==> src/hdl/sbhd_pkg.sv <==
// Shared constants, types and pattern helpers for the smooth-hue demosaic block.
package sbhd_pkg;

	localparam int MAX_WIDTH   = 1024;
	localparam int MAX_HEIGHT  = 4096;
	localparam int PIX_W       = 8;
	localparam int COL_W       = $clog2(MAX_WIDTH);
	localparam int ROW_W       = $clog2(MAX_HEIGHT);
	localparam int WIDTH_W     = COL_W + 1;
	localparam int HEIGHT_W    = ROW_W + 1;
	localparam int RING_W      = 2;
	localparam int LINE_ADDR_W = RING_W + COL_W;
	localparam int MIN_SIZE    = 6;

	// Configuration register indexes.
	typedef enum logic [1:0] {
		CFG_FRAME_WIDTH   = 2'd0,
		CFG_FRAME_HEIGHT  = 2'd1,
		CFG_BAYER_PATTERN = 2'd2
	} cfg_index_t;

	// One request to the hue interpolation unit.
	typedef struct packed {
		logic                  quad;
		logic [PIX_W-1:0]      g;
		logic [3:0][PIX_W-1:0] cv;
		logic [3:0][PIX_W-1:0] gv;
	} hue_req_t;

	// Row parity of the red sites for each colour filter layout.
	function automatic logic red_row_par(input logic [1:0] pattern);
		return (pattern == 2'd1) || (pattern == 2'd3);
	endfunction

	// Column parity of the red sites for each colour filter layout.
	function automatic logic red_col_par(input logic [1:0] pattern);
		return (pattern == 2'd1) || (pattern == 2'd2);
	endfunction

endpackage

==> src/hdl/sbhd_hue.sv <==
// Multi-cycle hue interpolation unit: floor(g * sum(c_i/g_i) / n), clamped to 255.
module sbhd_hue import sbhd_pkg::*; (
	input  logic             clk,
	input  logic             arst_n,
	input  logic             start,
	input  hue_req_t         req,
	output logic             done,
	output logic [PIX_W-1:0] result
);

	typedef enum logic [2:0] {H_IDLE, H_MUL, H_SCALE, H_CLAMP, H_DIV} hstate_t;

	hstate_t               state_q;
	logic [1:0]            i_q;
	logic [1:0]            j_q;
	logic [2:0]            k_q;
	logic                  quad_q;
	logic [PIX_W-1:0]      g_q;
	logic [3:0][PIX_W-1:0] cv_q;
	logic [3:0][PIX_W-1:0] gs_q;
	logic [31:0]           term_q;
	logic [31:0]           prod_q;
	logic [41:0]           num_q;
	logic [33:0]           den_q;
	logic [PIX_W-1:0]      quo_q;

	logic [PIX_W-1:0] mul_op;
	logic [39:0]      term_prod;
	logic [39:0]      prod_prod;
	logic [41:0]      scale_prod;
	logic [41:0]      den_sh;
	logic [41:0]      den_clamp;
	logic             div_ge;
	logic [PIX_W-1:0] quo_next;

	// One term multiply and one denominator multiply per cycle.
	always_comb begin
		mul_op     = (j_q == i_q) ? PIX_W'(1) : gs_q[j_q];
		term_prod  = 40'(term_q) * 40'(mul_op);
		prod_prod  = 40'(prod_q) * 40'(gs_q[j_q]);
		scale_prod = 42'(num_q[33:0]) * 42'(g_q);
		den_sh     = 42'(den_q) << k_q;
		den_clamp  = {den_q, 8'b0};
		div_ge     = (num_q >= den_sh);
		quo_next   = quo_q | (div_ge ? (PIX_W'(1) << k_q) : PIX_W'(0));
	end

	// Sequencer state and registered result.
	always_ff @(posedge clk or negedge arst_n) begin
		if (!arst_n) begin
			state_q <= H_IDLE;
			i_q     <= '0;
			j_q     <= '0;
			k_q     <= '0;
			done    <= 1'b0;
			result  <= '0;
		end else begin
			done <= 1'b0;
			unique case (state_q)
				H_IDLE: begin
					if (start) begin
						i_q     <= '0;
						j_q     <= '0;
						state_q <= H_MUL;
					end
				end
				H_MUL: begin
					j_q <= j_q + 2'd1;
					if (j_q == 2'd3) begin
						i_q <= i_q + 2'd1;
						if (i_q == 2'd3) begin
							state_q <= H_SCALE;
						end
					end
				end
				H_SCALE: begin
					state_q <= H_CLAMP;
				end
				H_CLAMP: begin
					if (num_q >= den_clamp) begin
						result  <= '1;
						done    <= 1'b1;
						state_q <= H_IDLE;
					end else begin
						k_q     <= 3'd7;
						state_q <= H_DIV;
					end
				end
				H_DIV: begin
					k_q <= k_q - 3'd1;
					if (k_q == 3'd0) begin
						result  <= quo_next;
						done    <= 1'b1;
						state_q <= H_IDLE;
					end
				end
				default: state_q <= H_IDLE;
			endcase
		end
	end

	// Operand and accumulator registers.
	always_ff @(posedge clk) begin
		case (state_q)
			H_IDLE: begin
				if (start) begin
					quad_q <= req.quad;
					g_q    <= req.g;
					for (int s = 0; s < 4; s++) begin
						if (!req.quad && s >= 2) begin
							cv_q[s] <= '0;
							gs_q[s] <= PIX_W'(1);
						end else begin
							cv_q[s] <= req.cv[s];
							gs_q[s] <= (req.gv[s] == '0) ? PIX_W'(1) : req.gv[s];
						end
					end
					term_q <= 32'(req.cv[0]);
					prod_q <= 32'd1;
					num_q  <= '0;
					quo_q  <= '0;
				end
			end
			H_MUL: begin
				term_q <= term_prod[31:0];
				if (i_q == 2'd0) begin
					prod_q <= prod_prod[31:0];
				end
				if (j_q == 2'd3) begin
					num_q  <= num_q + 42'(term_prod[31:0]);
					term_q <= 32'(cv_q[i_q + 2'd1]);
				end
			end
			H_SCALE: begin
				num_q <= scale_prod;
				den_q <= quad_q ? {prod_q, 2'b0} : {1'b0, prod_q, 1'b0};
			end
			H_DIV: begin
				if (div_ge) begin
					num_q <= num_q - den_sh;
				end
				quo_q <= quo_next;
			end
			default: begin
			end
		endcase
	end

endmodule
==> config.mk <==
export PLATFORM = sky130hd
export DESIGN_NAME = sbhd_hue
export DESIGN_NICKNAME = d
export VERILOG_FILES = /design/src/hdl/sbhd_pkg.sv /design/src/hdl/sbhd_hue.sv
export SDC_FILE = /design/constraint.sdc
export NUM_CORES = 2
export LEC_CHECK = 0
export BUFFER_PORTS_ARGS = -buffer_cell sky130_fd_sc_hd__buf_2
export CAP_MARGIN = 20
export CELL_PAD_IN_SITES_DETAIL_PLACEMENT = 1
export CELL_PAD_IN_SITES_GLOBAL_PLACEMENT = 1
export CORE_UTILIZATION = 25
export DETAILED_ROUTE_END_ITERATION = 8
export PLACE_DENSITY_LB_ADDON = 0.2
export RECOVER_POWER = 100
export SYNTH_ARGS = -nofsm -noshare
export SYNTH_HDL_FRONTEND = slang
export SYNTH_SLANG_ARGS = --single-unit
==> constraint.sdc <==
create_clock -name clk -period 10.2 [get_ports clk]
set_input_delay 1.02 -clock clk [delete_from_list [all_inputs] [get_ports clk]]
set_output_delay 1.02 -clock clk [all_outputs]
set_load 0.05 [all_outputs]
==> impl_metrics.yaml <==
sta:
  tns_ps: 0
  worst_pin_slew_ps: 3636
  hold_viol: 0
  clock.fmax_mhz: 106.5
  period_minus_slack_ps: 9393
  setup_slack_ps: 807.3
  clock_skew_ps: 53.72
  max_slew_margin_pct: -142.4
  rsz0062_at_grt: "false"
  maxSlewViolCount: 361
  setup_viol: 0
  fin_crit_sh_pct: 92.09
floorplan:
  die_h_um: 386.4
  row_count: 140
  start_util_pct: 25.29
  dieArea_um2: 149300
  core_area_um2: 146100
  ios: 85
  dieWidth_um: 386.4
global_routing:
  grt_pass1_vias: 30980
  grt_overflow: 0
  antenna_found_initial: 5
  grt_max_degree: 67
  groute.usage.overall_pct: 16.46
  grt_first_pass_wirelength_mm: 188.4
synth:
  synthFlopType: "edfxtp_1"
  synthTopCellsByArea: "fa_1 27%, edfxtp_1 18%, ha_1 8.8%, and2_1 7.0%, inv_1 5.0%"
  synth_commonest_cells: "505 x fa_1, 491 x inv_1, 489 x nand2_1"
  synth-edff-count: 220
  synth-seq-area-share_pct: 19.17
  synthCells: 3913
  synth_warnings: 0
  synth_area_um2: 36940
  synth_cell_type_count: 84
  netlist.area_leader.share_pct: 27.37
  synth_fp_nets: 4754
  yosysMostFrequentCell: "fa_1"
  ys_async_sr_fraction_pct: 7.950
  synth_top_cell_by_area: "fa_1"
  ys_seq_elements: 239
  avgSynthCellArea_um2: 9.440
cells_and_area:
  finalNetCount: 4732
  area_growth_pct: 9.674
  fin_area_um2: 40510
  antenna_cells: 0
  instances_no_fill: 5834
  drive_gt1_share_pct: 6.459
worst_hold_path:
  hold_class: "reg2reg"
outcome:
  violations: "max-capacitance violations, max-slew violations"
  outcome: "complete, but fails checks"
route:
  vias: 27670
  wl_mm: 120.6
  routed_via_density: 4.743
  firstDrtPassIters: 5
  post-route-drc-count: 0
  drtIter0Drc: 1103
  wire_per_inst_um: 20.67
  ant_nets: 0
worst_setup_path:
  endpoint_kind: "register"
  critPathMaxStageDelay_ps: 740
  cp_slowest_cell: "mux4_2"
  cp-start-kind: "register"
  crit_top_cell: "a21o_1"
  path_class: "reg2reg"
  path_max_fanout: 29
  critical_path_arrival_ps: 9740
  crit_required_ps: 10550
clock_tree:
  cts_inserted_buffers: 36
  cts_htree_levels: 2
  clock_path_buffers: 3
  clkLatencyLatePin_ps: 610
  cts.sinks: 239
  cts_resized: 0
  postCtsSetupRepairBufs: 0
  hold_buffers: 0
  cts_tree: "built"
  cts.clk_slew.worst_paths_ps: 60
  cts-root-buf: "clkbuf_16"
placement:
  portBuffers: 84
  place_hpwl_mm: 95.19
  place_area_um2: 39460
  placed_cells: 5769
  dp_slack_ps: 890.1
  place_congestion: 0.8212
flow_run:
  cap_violations: 9
==> metrics by stage <==
step	hold WS, ps	utilization [%]
5_1_grt	524.0	27.73
2_1_floorplan	483.7	-
6_report	487.9	27.73
3_5_place_dp	475.0	27.01
4_1_cts	388.2	27.81
3_3_place_gp	473.6	27.01
==> cell type report <==
class,instances,area (µm²)
Tap cell,1917,2399
Sequential cell,239,7084
Clock inverter,20,214.0
Timing Repair Buffer,142,777.0
Fill cell,16950,105600
Inverter,492,1847
Multi-Input combinational cell,2980,27240
Clock buffer,44,950.9
==> sequential cells by signal, indices dropped and copies added (netlist names) <==
| name | count |
|---|---|
| num_q | 42 |
| i_q | 2 |
| result | 8 |
| state_q | 3 |
| g_q | 8 |
| j_q | 2 |
| gs_q | 32 |
| prod_q | 32 |
| k_q | 3 |
| quad_q | 1 |
| quo_q | 8 |
| cv_q | 32 |
| term_q | 32 |
| done | 1 |
| den_q | 33 |
==> worst max-delay path, delay by kind of cell, from the launching register on <==
kind / cells / cell delay (ps)
simple gates: 6 / 1370
xor+xnor: 2 / 370
fa+ha+maj: 6 / 2680
mux: 1 / 740
flops: 1 / 720
compound gates: 13 / 2520
buf+inv: 4 / 720
==> path summary, 6_finish.rpt <==
| kind | start | to | slack [ps] | depth (start not counted) |
|---|---|---|---|---|
| worst min register to register | result[7] | result[7] | 490 | 1 |
| worst max-delay path | j_q[0] | num_q[33] | 810 | 32 |
| worst min-delay path | result[7] | result[7] | 490 | 1 |
| max in group asynchronous | arst_n | k_q[2] | 8530 | 1 |
| worst max register to register | j_q[0] | num_q[33] | 810 | 32 |
| min in group asynchronous | arst_n | result[0] | 730 | 1 |
==> per-layer routing <==
metal / part of all wire, % / vias up / track usage, % / wire length, µm
li1: - / 12880 / - / -
met1: 46 / 14440 / 22.03 / 56050
met2: 49 / 250 / 28.70 / 59640
met3: 2.3 / 99 / 1.579 / 2753
met4: 1.8 / 2 / 3.237 / 2160
met5: 0.011 / - / 0 / 13
==> cell usage in the layout (no fill, tap or decap), types with 14 or more instances in the layout <==
master and count:
and2_1 376, nand2_1 488, nand4_1 30, and2_0 36, inv_1 490, xor2_1 65
nor2b_1 30, a31oi_1 22, nor3_1 33, clkbuf_16 36, edfxtp_1 220, and3_1 18
a22oi_1 24, ha_1 260, o22ai_1 15, nand3_1 42, nand2b_1 28, nor3b_1 27
o21bai_1 25, xnor2_1 110, dfrtp_1 17, mux2_2 31, buf_4 48, nor2_1 121
fa_1 505, a21o_1 92, mux4_2 40, o221ai_1 14, a21oi_1 165, clkbuf_1 49
a211oi_1 16, buf_2 50, mux2i_1 45, o21a_1 34, o21ai_0 146
==> cell families after synthesis <==
| group | share of synthesized area [%] |
|---|---|
| AO/OA/AOI/OAI | 11.31 |
| XOR/XNOR | 4.149 |
| adder cells (fa/ha/maj) | 36.17 |
| buffers and inverters | 7.120 |
| flip-flops | 19.17 |
| multiplexers | 4.603 |
| AND/OR/NAND/NOR | 17.48 |
Power is left out: the tool's default activity adds up to more than one toggle a clock period on the data nets, which glitch-free logic cannot reach.
